File: src/stpe_pkg.sv
// Shared types and constants for the symbolic tag path encoder.
// Used by stpe_front, stpe_cmd_fifo, stpe_back and the top level; no dependencies.
package stpe_pkg;

  // Width of a name length (holds name lengths of up to 63 characters)
  localparam int unsigned NameLenW = 6;

  // Segment codes and fixed path bytes
  localparam logic [7:0] SegTagName = 8'h91;
  localparam logic [7:0] SegIdx8    = 8'h28;
  localparam logic [7:0] SegIdx16   = 8'h29;
  localparam logic [7:0] SegIdx32   = 8'h2A;

  // Result kinds
  localparam logic [1:0] KindByte   = 2'd0;
  localparam logic [1:0] KindDone   = 2'd1;
  localparam logic [1:0] KindReject = 2'd2;

  // Command queue depth
  localparam int unsigned CmdDepth = 2;

  typedef enum logic [1:0] {
    MODE_NAME_START,
    MODE_IN_NAME,
    MODE_IN_INDEX,
    MODE_AFTER_INDEX
  } mode_e;

  typedef enum logic [1:0] {
    SEG_NONE,
    SEG_NAME,
    SEG_INDEX
  } seg_e;

  typedef enum logic [2:0] {
    B_IDLE,
    B_HDR,
    B_LEN,
    B_CHR,
    B_PAD,
    B_IDX,
    B_END
  } back_state_e;

  // One unit of work for the back end: at most one segment, then maybe the end result
  typedef struct packed {
    seg_e                seg;
    logic [NameLenW-1:0] name_len;
    logic [31:0]         idx_val;
    logic [2:0]          idx_bytes;
    logic                has_end;
    logic                end_ok;
    logic [6:0]          words;
  } cmd_t;

  // Name store write from the front end
  typedef struct packed {
    logic                en;
    logic [NameLenW-1:0] addr;
    logic [7:0]          data;
  } store_wr_t;

endpackage

File: src/symbolic_tag_path_encoder_unit.sv
// Top level of the symbolic tag path encoder: front end, command queue, back end.
// Depends on stpe_pkg, stpe_front, stpe_cmd_fifo and stpe_back.
//
//   channel   direction  handshake                         payload
//   tag_char  in         tag_char_valid_i / _stall_o       tag_char_i
//   result    out        result_valid_o / result_stall_i   path_byte_o kind_o path_words_o last_o
//   config    in         cfg_we_i                          cfg_data_i (path_capacity)
//
// The front takes one character per cycle while it does not stall; each one that causes results queues one command.
// The back takes a command while idle, then loads one result item at a time: 2 + len + pad
// items for a name, 2, 4 or 6 for an index, plus one for the end result.
// A name character waits at the front until the queue is empty and the back is idle.
// Reset is asynchronous, active low; the name store needs no clearing.
// A stalled result holds in the output register; the queue keeps the front running until it fills.
module symbolic_tag_path_encoder_unit #(
  parameter int unsigned MAX_NAME_CHARS = 32
) (
  input  logic       clk_i,
  input  logic       rst_ni,
  input  logic       cfg_we_i,
  input  logic [7:0] cfg_data_i,
  input  logic       tag_char_valid_i,
  output logic       tag_char_stall_o,
  input  logic [7:0] tag_char_i,
  output logic       result_valid_o,
  input  logic       result_stall_i,
  output logic [7:0] path_byte_o,
  output logic [1:0] kind_o,
  output logic [6:0] path_words_o,
  output logic       last_o
);

  stpe_pkg::cmd_t      push_cmd, head_cmd;
  stpe_pkg::store_wr_t store_wr;
  logic push, pop, fifo_empty, fifo_full, back_busy;

  stpe_front #(
    .MAX_NAME_CHARS(MAX_NAME_CHARS)
  ) u_front (
    .clk_i            (clk_i),
    .rst_ni           (rst_ni),
    .cfg_we_i         (cfg_we_i),
    .cfg_data_i       (cfg_data_i),
    .tag_char_valid_i (tag_char_valid_i),
    .tag_char_stall_o (tag_char_stall_o),
    .tag_char_i       (tag_char_i),
    .fifo_full_i      (fifo_full),
    .back_busy_i      (back_busy),
    .push_o           (push),
    .cmd_o            (push_cmd),
    .store_wr_o       (store_wr)
  );

  stpe_cmd_fifo u_fifo (
    .clk_i       (clk_i),
    .rst_ni      (rst_ni),
    .push_i      (push),
    .push_data_i (push_cmd),
    .pop_i       (pop),
    .head_o      (head_cmd),
    .empty_o     (fifo_empty),
    .full_o      (fifo_full)
  );

  stpe_back #(
    .MAX_NAME_CHARS(MAX_NAME_CHARS)
  ) u_back (
    .clk_i          (clk_i),
    .rst_ni         (rst_ni),
    .store_wr_i     (store_wr),
    .head_i         (head_cmd),
    .empty_i        (fifo_empty),
    .pop_o          (pop),
    .busy_o         (back_busy),
    .result_valid_o (result_valid_o),
    .result_stall_i (result_stall_i),
    .path_byte_o    (path_byte_o),
    .kind_o         (kind_o),
    .path_words_o   (path_words_o),
    .last_o         (last_o)
  );

endmodule

File: src/stpe_front.sv
// Front end: parses tag characters, tracks path bytes against capacity, queues commands.
// Depends on stpe_pkg.
module stpe_front #(
  parameter int unsigned MAX_NAME_CHARS = 32
) (
  input  logic               clk_i,
  input  logic               rst_ni,
  input  logic               cfg_we_i,
  input  logic [7:0]         cfg_data_i,
  input  logic               tag_char_valid_i,
  output logic               tag_char_stall_o,
  input  logic [7:0]         tag_char_i,
  input  logic               fifo_full_i,
  input  logic               back_busy_i,
  output logic               push_o,
  output stpe_pkg::cmd_t     cmd_o,
  output stpe_pkg::store_wr_t store_wr_o
);

  stpe_pkg::mode_e                 mode_q, mode_d;
  logic [stpe_pkg::NameLenW-1:0]   name_len_q, name_len_d;
  logic [31:0]                     idx_val_q, idx_val_d;
  logic                            has_digit_q, has_digit_d;
  logic [7:0]                      bytes_q, bytes_d;
  logic                            rejected_q, rejected_d;
  logic [7:0]                      cap_q;

  logic        is_end, is_dot, is_open, is_close, is_digit;
  logic [8:0]  name_seg, name_sum, idx_sum;
  logic        name_fits, idx_fits;
  logic [2:0]  idx_n;
  logic [31:0] idx_next;
  logic [7:0]  bytes_nx;
  logic        rej_nx;
  logic        accept;
  stpe_pkg::store_wr_t store_req;

  assign is_end   = (tag_char_i == 8'h00);
  assign is_dot   = (tag_char_i == 8'h2E);
  assign is_open  = (tag_char_i == 8'h5B);
  assign is_close = (tag_char_i == 8'h5D);
  assign is_digit = (tag_char_i >= 8'h30) && (tag_char_i <= 8'h39);

  // Segment sizes and capacity checks
  assign name_seg  = 9'd2 + 9'(name_len_q) + 9'(name_len_q[0]);
  assign name_sum  = {1'b0, bytes_q} + name_seg;
  assign name_fits = (name_sum <= {1'b0, cap_q});
  assign idx_n     = (|idx_val_q[31:16]) ? 3'd6 : ((|idx_val_q[15:8]) ? 3'd4 : 3'd2);
  assign idx_sum   = {1'b0, bytes_q} + 9'(idx_n);
  assign idx_fits  = (idx_sum <= {1'b0, cap_q});
  assign idx_next  = {idx_val_q[28:0], 3'b000} + {idx_val_q[30:0], 1'b0}
                   + {28'd0, tag_char_i[3:0]};

  // Parse one character
  always_comb begin
    mode_d        = mode_q;
    name_len_d    = name_len_q;
    idx_val_d     = idx_val_q;
    has_digit_d   = has_digit_q;
    bytes_nx      = bytes_q;
    rej_nx        = rejected_q;
    cmd_o         = '0;
    cmd_o.seg     = stpe_pkg::SEG_NONE;
    store_req     = '0;
    if (!rejected_q) begin
      case (mode_q)
        stpe_pkg::MODE_IN_NAME: begin
          if (is_end || is_dot || is_open) begin
            if (name_fits) begin
              cmd_o.seg      = stpe_pkg::SEG_NAME;
              cmd_o.name_len = name_len_q;
              bytes_nx       = name_sum[7:0];
              name_len_d     = '0;
              mode_d         = is_open ? stpe_pkg::MODE_IN_INDEX : stpe_pkg::MODE_NAME_START;
              idx_val_d      = '0;
              has_digit_d    = 1'b0;
            end else begin
              rej_nx = 1'b1;
            end
          end else if (name_len_q >= stpe_pkg::NameLenW'(MAX_NAME_CHARS)) begin
            rej_nx = 1'b1;
          end else begin
            store_req.en   = 1'b1;
            store_req.addr = name_len_q;
            store_req.data = tag_char_i;
            name_len_d     = name_len_q + 1'b1;
          end
        end
        stpe_pkg::MODE_IN_INDEX: begin
          if (is_digit) begin
            idx_val_d   = idx_next;
            has_digit_d = 1'b1;
          end else if (is_close && has_digit_q) begin
            if (idx_fits) begin
              cmd_o.seg       = stpe_pkg::SEG_INDEX;
              cmd_o.idx_val   = idx_val_q;
              cmd_o.idx_bytes = idx_n;
              bytes_nx        = idx_sum[7:0];
            end else begin
              rej_nx = 1'b1;
            end
            mode_d = stpe_pkg::MODE_AFTER_INDEX;
          end else begin
            rej_nx = 1'b1;
          end
        end
        stpe_pkg::MODE_AFTER_INDEX: begin
          if (is_open) begin
            mode_d      = stpe_pkg::MODE_IN_INDEX;
            idx_val_d   = '0;
            has_digit_d = 1'b0;
          end else if (is_dot) begin
            mode_d = stpe_pkg::MODE_NAME_START;
          end else if (!is_end) begin
            store_req.en   = 1'b1;
            store_req.addr = '0;
            store_req.data = tag_char_i;
            name_len_d     = stpe_pkg::NameLenW'(1);
            mode_d         = stpe_pkg::MODE_IN_NAME;
          end
        end
        default: begin
          if (is_end) begin
            if (bytes_q == 8'd0) rej_nx = 1'b1;
          end else if (is_dot || is_open) begin
            rej_nx = 1'b1;
          end else begin
            store_req.en   = 1'b1;
            store_req.addr = '0;
            store_req.data = tag_char_i;
            name_len_d     = stpe_pkg::NameLenW'(1);
            mode_d         = stpe_pkg::MODE_IN_NAME;
          end
        end
      endcase
    end
    bytes_d    = bytes_nx;
    rejected_d = rej_nx;
    // End of tag: report and clear per-tag state
    if (is_end) begin
      cmd_o.has_end = 1'b1;
      cmd_o.end_ok  = !rej_nx;
      cmd_o.words   = bytes_nx[7:1];
      mode_d        = stpe_pkg::MODE_NAME_START;
      name_len_d    = '0;
      idx_val_d     = '0;
      has_digit_d   = 1'b0;
      bytes_d       = '0;
      rejected_d    = 1'b0;
    end
  end

  // Hold the character while its command finds the queue full, or while it writes the store and the back end is busy
  assign push_o           = accept && ((cmd_o.seg != stpe_pkg::SEG_NONE) || cmd_o.has_end);
  assign tag_char_stall_o = (((cmd_o.seg != stpe_pkg::SEG_NONE) || cmd_o.has_end)
                             && fifo_full_i) || (store_req.en && back_busy_i);
  assign accept           = tag_char_valid_i && !tag_char_stall_o;

  // Write the name store only on a transfer
  assign store_wr_o = '{en: store_req.en && accept, addr: store_req.addr,
                        data: store_req.data};

  // Parser state
  always_ff @(posedge clk_i or negedge rst_ni) begin
    if (!rst_ni) begin
      mode_q      <= stpe_pkg::MODE_NAME_START;
      name_len_q  <= '0;
      idx_val_q   <= '0;
      has_digit_q <= 1'b0;
      bytes_q     <= '0;
      rejected_q  <= 1'b0;
    end else if (accept) begin
      mode_q      <= mode_d;
      name_len_q  <= name_len_d;
      idx_val_q   <= idx_val_d;
      has_digit_q <= has_digit_d;
      bytes_q     <= bytes_d;
      rejected_q  <= rejected_d;
    end
  end

  // Capacity register
  always_ff @(posedge clk_i or negedge rst_ni) begin
    if (!rst_ni) begin
      cap_q <= 8'd80;
    end else if (cfg_we_i) begin
      cap_q <= cfg_data_i;
    end
  end

endmodule

File: src/stpe_cmd_fifo.sv
// Short command queue between the front and back ends.
// Depends on stpe_pkg for the command type and depth.
module stpe_cmd_fifo (
  input  logic           clk_i,
  input  logic           rst_ni,
  input  logic           push_i,
  input  stpe_pkg::cmd_t push_data_i,
  input  logic           pop_i,
  output stpe_pkg::cmd_t head_o,
  output logic           empty_o,
  output logic           full_o
);

  localparam int unsigned PtrW = $clog2(stpe_pkg::CmdDepth);

  stpe_pkg::cmd_t entries_q [stpe_pkg::CmdDepth];
  logic [PtrW-1:0] wr_ptr_q, rd_ptr_q;
  logic [PtrW:0]   count_q;

  assign empty_o = (count_q == '0);
  assign full_o  = (count_q == (PtrW+1)'(stpe_pkg::CmdDepth));
  assign head_o  = entries_q[rd_ptr_q];

  // Store pushed commands
  always_ff @(posedge clk_i) begin
    if (push_i) entries_q[wr_ptr_q] <= push_data_i;
  end

  // Advance pointers and count
  always_ff @(posedge clk_i or negedge rst_ni) begin
    if (!rst_ni) begin
      wr_ptr_q <= '0;
      rd_ptr_q <= '0;
      count_q  <= '0;
    end else begin
      if (push_i) wr_ptr_q <= wr_ptr_q + 1'b1;
      if (pop_i)  rd_ptr_q <= rd_ptr_q + 1'b1;
      if (push_i && !pop_i)      count_q <= count_q + 1'b1;
      else if (pop_i && !push_i) count_q <= count_q - 1'b1;
    end
  end

endmodule

File: src/stpe_back.sv
// Back end: owns the name store and sequences path bytes and end results to the output register.
// Depends on stpe_pkg.
module stpe_back #(
  parameter int unsigned MAX_NAME_CHARS = 32
) (
  input  logic                clk_i,
  input  logic                rst_ni,
  input  stpe_pkg::store_wr_t store_wr_i,
  input  stpe_pkg::cmd_t      head_i,
  input  logic                empty_i,
  output logic                pop_o,
  output logic                busy_o,
  output logic                result_valid_o,
  input  logic                result_stall_i,
  output logic [7:0]          path_byte_o,
  output logic [1:0]          kind_o,
  output logic [6:0]          path_words_o,
  output logic                last_o
);

  localparam int unsigned AddrW = (MAX_NAME_CHARS > 1) ? $clog2(MAX_NAME_CHARS) : 1;

  logic [7:0] store_mem [MAX_NAME_CHARS];
  logic [7:0] rd_data_q;

  stpe_pkg::back_state_e         st_q, st_d;
  stpe_pkg::cmd_t                cmd_q, cmd_d;
  logic [AddrW-1:0]              idx_q, idx_d;
  logic [2:0]                    k_q, k_d;
  logic [stpe_pkg::NameLenW-1:0] idx_ext;

  logic       can_load, load;
  logic [7:0] byte_d;
  logic [1:0] kind_d;
  logic [6:0] words_d;
  logic       last_d;
  logic       out_valid_q;

  assign can_load = !out_valid_q || !result_stall_i;
  assign idx_ext  = stpe_pkg::NameLenW'(idx_q);
  assign busy_o   = !empty_i || (st_q != stpe_pkg::B_IDLE);

  // Name store: one write port, one registered read at the next character address
  always_ff @(posedge clk_i) begin
    if (store_wr_i.en) store_mem[store_wr_i.addr[AddrW-1:0]] <= store_wr_i.data;
    rd_data_q <= store_mem[idx_d];
  end

  // Sequence one command into output items
  always_comb begin
    st_d    = st_q;
    cmd_d   = cmd_q;
    idx_d   = idx_q;
    k_d     = k_q;
    pop_o   = 1'b0;
    load    = 1'b0;
    byte_d  = 8'h00;
    kind_d  = stpe_pkg::KindByte;
    words_d = 7'd0;
    last_d  = 1'b0;
    case (st_q)
      stpe_pkg::B_IDLE: begin
        if (!empty_i) begin
          pop_o = 1'b1;
          cmd_d = head_i;
          idx_d = '0;
          k_d   = '0;
          case (head_i.seg)
            stpe_pkg::SEG_NAME:  st_d = stpe_pkg::B_HDR;
            stpe_pkg::SEG_INDEX: st_d = stpe_pkg::B_IDX;
            default:             st_d = stpe_pkg::B_END;
          endcase
        end
      end
      stpe_pkg::B_HDR: begin
        byte_d = stpe_pkg::SegTagName;
        if (can_load) begin
          load = 1'b1;
          st_d = stpe_pkg::B_LEN;
        end
      end
      stpe_pkg::B_LEN: begin
        byte_d = 8'(cmd_q.name_len);
        if (can_load) begin
          load = 1'b1;
          st_d = stpe_pkg::B_CHR;
        end
      end
      stpe_pkg::B_CHR: begin
        byte_d = rd_data_q;
        if (idx_ext == cmd_q.name_len - 1'b1) begin
          last_d = !cmd_q.name_len[0] && !cmd_q.has_end;
          if (can_load) begin
            load = 1'b1;
            if (cmd_q.name_len[0]) st_d = stpe_pkg::B_PAD;
            else st_d = cmd_q.has_end ? stpe_pkg::B_END : stpe_pkg::B_IDLE;
          end
        end else if (can_load) begin
          load  = 1'b1;
          idx_d = idx_q + 1'b1;
        end
      end
      stpe_pkg::B_PAD: begin
        byte_d = 8'h00;
        last_d = !cmd_q.has_end;
        if (can_load) begin
          load = 1'b1;
          st_d = cmd_q.has_end ? stpe_pkg::B_END : stpe_pkg::B_IDLE;
        end
      end
      stpe_pkg::B_IDX: begin
        // Little-endian index bytes after the segment code
        case (k_q)
          3'd0: begin
            if (cmd_q.idx_bytes == 3'd2)      byte_d = stpe_pkg::SegIdx8;
            else if (cmd_q.idx_bytes == 3'd4) byte_d = stpe_pkg::SegIdx16;
            else                              byte_d = stpe_pkg::SegIdx32;
          end
          3'd1:    byte_d = (cmd_q.idx_bytes == 3'd2) ? cmd_q.idx_val[7:0] : 8'h00;
          3'd2:    byte_d = cmd_q.idx_val[7:0];
          3'd3:    byte_d = cmd_q.idx_val[15:8];
          3'd4:    byte_d = cmd_q.idx_val[23:16];
          3'd5:    byte_d = cmd_q.idx_val[31:24];
          default: byte_d = 8'h00;
        endcase
        if (k_q == cmd_q.idx_bytes - 1'b1) begin
          last_d = !cmd_q.has_end;
          if (can_load) begin
            load = 1'b1;
            st_d = cmd_q.has_end ? stpe_pkg::B_END : stpe_pkg::B_IDLE;
          end
        end else if (can_load) begin
          load = 1'b1;
          k_d  = k_q + 1'b1;
        end
      end
      stpe_pkg::B_END: begin
        kind_d  = cmd_q.end_ok ? stpe_pkg::KindDone : stpe_pkg::KindReject;
        words_d = cmd_q.end_ok ? cmd_q.words : 7'd0;
        last_d  = 1'b1;
        if (can_load) begin
          load = 1'b1;
          st_d = stpe_pkg::B_IDLE;
        end
      end
      default: st_d = stpe_pkg::B_IDLE;
    endcase
  end

  // Sequencer state
  always_ff @(posedge clk_i or negedge rst_ni) begin
    if (!rst_ni) begin
      st_q <= stpe_pkg::B_IDLE;
    end else begin
      st_q <= st_d;
    end
  end

  // Command and counters
  always_ff @(posedge clk_i) begin
    cmd_q <= cmd_d;
    idx_q <= idx_d;
    k_q   <= k_d;
  end

  // Output register: load a new item, drop it once transferred
  always_ff @(posedge clk_i or negedge rst_ni) begin
    if (!rst_ni) begin
      out_valid_q <= 1'b0;
    end else if (load) begin
      out_valid_q <= 1'b1;
    end else if (!result_stall_i) begin
      out_valid_q <= 1'b0;
    end
  end

  always_ff @(posedge clk_i) begin
    if (load) begin
      path_byte_o  <= byte_d;
      kind_o       <= kind_d;
      path_words_o <= words_d;
      last_o       <= last_d;
    end
  end

  assign result_valid_o = out_valid_q;

endmodule
File: config.mk
export PLATFORM = sky130hd
export DESIGN_NAME = symbolic_tag_path_encoder_unit
export DESIGN_NICKNAME = d
export VERILOG_FILES = /design/src/stpe_pkg.sv /design/src/symbolic_tag_path_encoder_unit.sv /design/src/stpe_front.sv /design/src/stpe_cmd_fifo.sv /design/src/stpe_back.sv
export SDC_FILE = /design/constraint.sdc
export NUM_CORES = 1
export LEC_CHECK = 0
export ABC_AREA = 0
export BUFFER_PORTS_ARGS = -buffer_cell sky130_fd_sc_hd__buf_2
export CAP_MARGIN = 10
export CORE_MARGIN = 4
export CORE_UTILIZATION = 60
export DETAILED_ROUTE_END_ITERATION = 6
export MAX_ROUTING_LAYER = met4
export PLACE_DENSITY = 0.77
export SYNTH_ARGS = -nofsm -noshare
export SYNTH_HDL_FRONTEND = slang
export SYNTH_SLANG_ARGS = --single-unit
File: constraint.sdc
create_clock -name clk_i -period 13.5 [get_ports clk_i]
set_clock_uncertainty 0.2 [all_clocks]
set_input_delay 1.35 -clock clk_i [delete_from_list [all_inputs] [get_ports clk_i]]
set_output_delay 1.35 -clock clk_i [all_outputs]
set_load 0.005 [all_outputs]
## Yosys cells after proc, flatten, opt, wreduce, memory -nomap -nowiden

Memories as Yosys holds them, arrays and structs flattened. A register that Yosys moved wholly into a read port is not among the register bits.
Cells that the tools add are included.

- Bits in writable memories: 360
- Word-level logic and storage cells: 264
- Output and inout bits: 20
- Input bits: 21
- Bits in registers: 142
- Memories: 2

- Add/sub/neg operators: 15
- Equality and inequality tests: 49
- Order comparisons: 5
- Reduce and logical (&&, ||, !) cells: 48
- Bitwise gates (word level): 1
- Multiplexer cells: 119

Memory list:

| memory | words | bits a word | rd ports | clocked after memory_dff | wr ports | line | text |
|---|---|---|---|---|---|---|---|
| u_back.store_mem | 32 | 8 | 1 | 1 | 1 | stpe_back.sv:23 | `logic [7:0] store_mem [MAX_NAME_CHARS];` |
| u_fifo.entries_q | 2 | 52 | 1 | 0 | 1 | stpe_cmd_fifo.sv:16 | `stpe_pkg::cmd_t entries_q [stpe_pkg::CmdDepth];` |

Operators by type and width:

| operator | count |
|---|---|
| $mux 32 | 6 |
| $mux 35 | 4 |
| $mux 15 | 8 |
| $pmux 32 s3 | 1 |
| $mux 8 | 10 |
| $mux 6 | 9 |
| $pmux 8 s6 | 1 |
| $mux 3 | 15 |
| $pmux 15 s3 | 1 |
| $mux 43 | 1 |
| $add 32x32->32 | 1 |
| $add 32x4->32 | 1 |
| $mux 2 | 16 |
| $pmux 8 s4 | 1 |
| $mux 1 | 30 |
| $pmux 3 s7 | 1 |
| $reduce_and 7->1 | 3 |
| $eq 3x3->1 const B | 6 |
| $le 9x8->1 | 2 |
| $ne 2x1->1 const B | 9 |
| $ne 3x1->1 const B | 6 |
| $pmux 6 s3 | 1 |
| $eq 8x7->1 const B | 2 |
| $logic_not 8->1 | 2 |
| other kinds (52) | 100 |

## Depth between registers and ports, before layout

- Depth in word-level cells: 22
- Depth in mapped cells: 22
- Depth with buffers taken out: 21

## By module

Synthesis repeated with hierarchy kept, for this count alone.

- Cell total of the unflattened synthesis: 1,865
- Area total of the unflattened synthesis: 24,407.2 um^2

By module, submodules not included:

| module | instances | seq. area each (um^2) | area each (um^2) | cells an instance |
|---|---|---|---|---|
| stpe_back | 1 | 10,179.8 | 14,046.0 | 965 |
| stpe_front | 1 | 1,453.9 | 6,170.9 | 722 |
| stpe_cmd_fifo | 1 | 3,223.1 | 4,190.3 | 178 |

## Worst setup path before layout

No wires, ideal clock.

- Path kind: flip-flop to flip-flop
- From: register u_front.idx_val_q[18]
- To: memory u_fifo.entries_q[0][0] (netlist bit), enable pin
- Arrival time: 7.711 ns
- Library setup time: 0.523 ns
- Required time: 12.777 ns
- Path buffers: 2
- Period minus slack after synthesis: 8.433 ns
- Setup slack: 5.067 ns
- Cell stages (with the launch flop): 20
- Cells stage by stage: dfrtp_1 nor4_1 nand4_1 nand2b_1 ha_1 fa_1 nand3_1 nor2_1 xor2_1 ha_1 nand3_1 nor2_1 a32o_1 o221ai_1 nor2_1 a211oi_1 o221ai_1 buf_2 buf_2 nor3_1

RTL lines:

| item | line | text |
|---|---|---|
| from (decl) | stpe_front.sv:22 | `logic [31:0] idx_val_q, idx_val_d;` |
| from (signal assigned) | stpe_front.sv:175 | `idx_val_q <= idx_val_d;` |
| to (decl) | stpe_cmd_fifo.sv:16 |  |

==> results.yml <==
power:
  power_per_cell_area_nw_per_um2: 184
  leakage_nw: 10.3
  peak_supply_drop_v: 0.000115
grt:
  globalRouteOverflowTotal: 0
  largest_net_degree_at_the_start_of_global_routing: 67
  antenna_violations_before_repair: 2
  wire_length_of_the_first_global_routing_pass_microns: 88000
  grt_util_all_layers_pct: 26.8
  number_of_global_route_vias_before_repair: 14986
floorplan:
  floorplan.die.height_microns: 208
  top_level_ports: 41
  floorplan.die.width_microns: 208
  design.core.area_sq_um: 39700
  initial_utilization_pct: 60.7
  die_area_sq_um: 43400
  standard_cell_rows: 73
synthesis:
  synth.ff_latch_count: 507
  yosysMostFrequentCell: "sky130_fd_sc_hd__edfxtp_1"
  library_cell_with_the_largest_summed_area_after_synthesis: "sky130_fd_sc_hd__edfxtp_1"
  dominantRegCellSynth: "sky130_fd_sc_hd__edfxtp_1"
  netlist_area_sq_um: 24100
  async_reset_ff_share_pct: 13.0
  synth.distinct_cells: 87
  postSynthNetCount: 1943
  synth_cells: 1816
  number_of_warnings_issued_by_yosys: 0
  synth-edff-count: 428
  syn-mean-instance-area_sq_um: 13.3
  netlist_top_cells_count: "428 x sky130_fd_sc_hd__edfxtp_1, 110 x sky130_fd_sc_hd__nand2_1, 109 x sky130_fd_sc_hd__mux2i_1"
  synth-seq-area-share_pct: 61.3
  synth_area_leaders: "sky130_fd_sc_hd__edfxtp_1 53%, sky130_fd_sc_hd__dfrtp_1 6.6%, sky130_fd_sc_hd__ha_1 5.3%"
  synth_largest_type_area_fraction_pct: 53.3
placed_design:
  dpl.cell_count: 2319
  port-buffer-count: 40
  detailed_place_hpwl_microns: 39000
  globalplace.congestion: 0.971
cts:
  postCtsHoldBufs: 0
  cts.sinks: 507
  cts_max_path_buffers: 3
  tritoncts: "built"
  cts_repair_resize_count: 0
  worst_skew_pair_later_pin_latency_ns: 0.60
  clk_root_buffer_cell: "sky130_fd_sc_hd__clkbuf_16"
  cts_max_level: 2
  numCtsBuffers: 50
  postCtsSetupBuffers: 0
  path_clk_slew_ns: 0.06
final_layout:
  fillCellCount: 2817
  drive_above_1_share_pct: 12.2
  num-nets-final: 1973
  seqCellArea_sq_um: 14800
  post_layout_nonfiller_instances: 2412
  area_grow_syn2layout_pct: 9.22
  multi_input_comb_area_sq_um: 8720
sta:
  timing.final.setup_violations: 0
  fmax_ghz: 0.143
  setup_total_negative_slack_ns: 0
  timing.final.hold_violations: 0
  timing.final.max_slew_violations: 0
  maxSlewHeadroom_pct: 25.4
  rsz_0062_raised_after_global_routing: "false"
  post-route-min-period_ns: 7.00
  worst_slew_pin_slew_ns: 1.12
  final_min_period_over_clock_period_pct: 51.8
worst_setup_path:
  timing.critical_path.slowest_cell_delay_ns: 0.52
  timing.critical_path.buf_inv: 1
  worst-setup-path-type: "flop to output pin"
  worstSetupStartpointType: "flop"
  worst-r2r-cell-count: 13
  slowest_stage_cell_cp: "sky130_fd_sc_hd__a211oi_1"
  crit_fanout: 9
  regToRegSetupSlack_ns: 7.10
  critical_path.most_common_cell: "sky130_fd_sc_hd__nor2_1"
  r2r-end: "u_back.rd_data_q[1]$_DFF_P_"
  critical_path.reg2reg.startpoint: "u_back.st_q[0]$_DFFE_PN0P_"
  data_arrival_critical_path_ns: 5.45
  worst-endpoint-required_ns: 11.95
  worst_setup_path_end_kind: "output pin"
  cp_cell_sequence: "nor4_1, nand4_1, nand2b_1, ha_1, fa_1, nand3_1, nor2_1, xor2_1, ha_1, nand3_1, nor2_1, a32o_1, o221ai_1, nor2_1, a211oi_1, o21ai_0, nand2_1, nand2_1, buf_2"
  critical-path-top-delay-family: "simple AND/OR/NAND/NOR gates"
route:
  finalWirelength_microns: 56900
  drt-initial-drc-count: 1741
  ant_nets: 0
  routedWlPerCell_microns: 23.6
  first_pass_iters: 6
  via_count: 15464
  post-route-drc-count: 0
  routed_vias_inst: 6.41
flow_run:
  number_of_max_cap_violations: 0
hold_path:
  hold_path.startpoint: "u_front.has_digit_q$_DFFE_PN0P_"
  hp-class: "flop to flop"
  whs_path_cells: 1
  hold-path-endpoint: "u_front.has_digit_q$_DFFE_PN0P_"
outcome:
  status: "finished clean"
-- worst max-delay path by stage --
| stage | start | to | cells past startpoint |
|---|---|---|---|
| 6_report | u_front.idx_val_q[18]$_DFFE_PN0P_ | tag_char_stall_o | 19 |
| 5_1_grt | u_front.idx_val_q[25]$_DFFE_PN0P_ | tag_char_stall_o | 19 |
| 4_1_cts | u_front.idx_val_q[18]$_DFFE_PN0P_ | tag_char_stall_o | 19 |
| 3_5_place_dp | u_back.st_q[0]$_DFFE_PN0P_ | u_back.rd_data_q[1]$_DFF_P_ | 13 |
| 3_3_place_gp | u_front.idx_val_q[18]$_DFFE_PN0P_ | tag_char_stall_o | 19 |
| 2_1_floorplan | u_front.idx_val_q[18]$_DFFE_PN0P_ | u_fifo.entries_q[0][0]$_DFFE_PP_ | 19 |
-- final cells by class --
class | instances | share of cell area (%)
diodes | 2 | 0.0190
clock buffers | 68 | 5.12
clock inverters | 23 | 0.718
inverters | 78 | 1.11
multi-input cells | 1149 | 33.1
flip-flops and latches | 507 | 56.1
well taps | 525 | 2.49
repair buffers | 60 | 1.34
-- stage by stage --
stage               setup slack (ns)  cell area, sq um  power [mW]  util (%)  hold WS [ns]
global placement                7.21             24800        3.52      62.4         0.282
CTS                             6.55             26300        4.85      66.3         0.303
global route                    6.13             26300        5.07      66.3         0.327
detailed placement              7.11             24800        3.55      62.4         0.283
finish                          6.50             26300        4.84      66.3         0.303
floorplan                       5.07             24100        3.11         -         0.250
-- state kept, by name, summed over array words and instances, names as in the netlist, 2 cells and up --
name and cells:
u_back.cmd_q 49, u_back.idx_q 5, u_back.k_q 3, u_back.kind_o 2, u_back.path_byte_o 8, u_back.path_words_o 7
u_back.rd_data_q 8, u_back.st_q 3, u_back.store_mem 256, u_fifo.count_q 2, u_fifo.entries_q 102, u_front.bytes_q 8
u_front.cap_q 8, u_front.idx_val_q 32, u_front.mode_q 2, u_front.name_len_q 6
-- layer usage --
| layer | wire length, microns | vias to the layer above | track usage [%] |
|---|---|---|---|
| li1 | - | 7063 | - |
| met1 | 24900 | 7596 | 39.0 |
| met2 | 25600 | 690 | 39.0 |
| met3 | 4760 | 115 | 5.31 |
| met4 | 1610 | 0 | 7.52 |
| met5 | 0 | - | - |
-- cell usage in the layout, fill, tap and decap left out, types with 24 or more instances in the layout --
cell / count
sky130_fd_sc_hd__mux2i_1: 109
sky130_fd_sc_hd__edfxtp_1: 428
sky130_fd_sc_hd__nor2_1: 91
sky130_fd_sc_hd__o21ai_0: 62
sky130_fd_sc_hd__a2111oi_0: 32
sky130_fd_sc_hd__a211oi_1: 24
sky130_fd_sc_hd__nand3_1: 43
sky130_fd_sc_hd__dfrtp_1: 63
sky130_fd_sc_hd__a21o_1: 25
sky130_fd_sc_hd__nand2_1: 110
sky130_fd_sc_hd__inv_1: 72
sky130_fd_sc_hd__ha_1: 102
sky130_fd_sc_hd__buf_2: 39
sky130_fd_sc_hd__a21oi_1: 56
sky130_fd_sc_hd__clkbuf_16: 50
sky130_fd_sc_hd__mux2_2: 62
sky130_fd_sc_hd__a22o_1: 25
sky130_fd_sc_hd__and2_1: 54
sky130_fd_sc_hd__xnor2_1: 31
-- power breakdown --
part	internal, mW	switching, mW	total (mW)	leakage, nW
combinational	0.515	0.916	1.43	4.58
clock	0.724	0.573	1.30	0.751
sequential	1.98	0.134	2.12	4.94
total	3.22	1.62	4.84	10.3
-- cell families (layout without fill, tap and decap cells) --
logic type | after synthesis | after routing | share of synthesized area [%]
buffers and inverters | 160 | 229 | 2.70
flip-flops | 507 | 507 | 61.3
multiplexers | 171 | 171 | 7.42
AO/OA/AOI/OAI | 385 | 385 | 12.0
other | 0 | 2 | 0
adder cells (fa/ha/maj) | 106 | 106 | 5.63
XOR/XNOR | 52 | 52 | 1.89
AND/OR/NAND/NOR | 435 | 435 | 9.15
(Power assumes the default switching activity.)
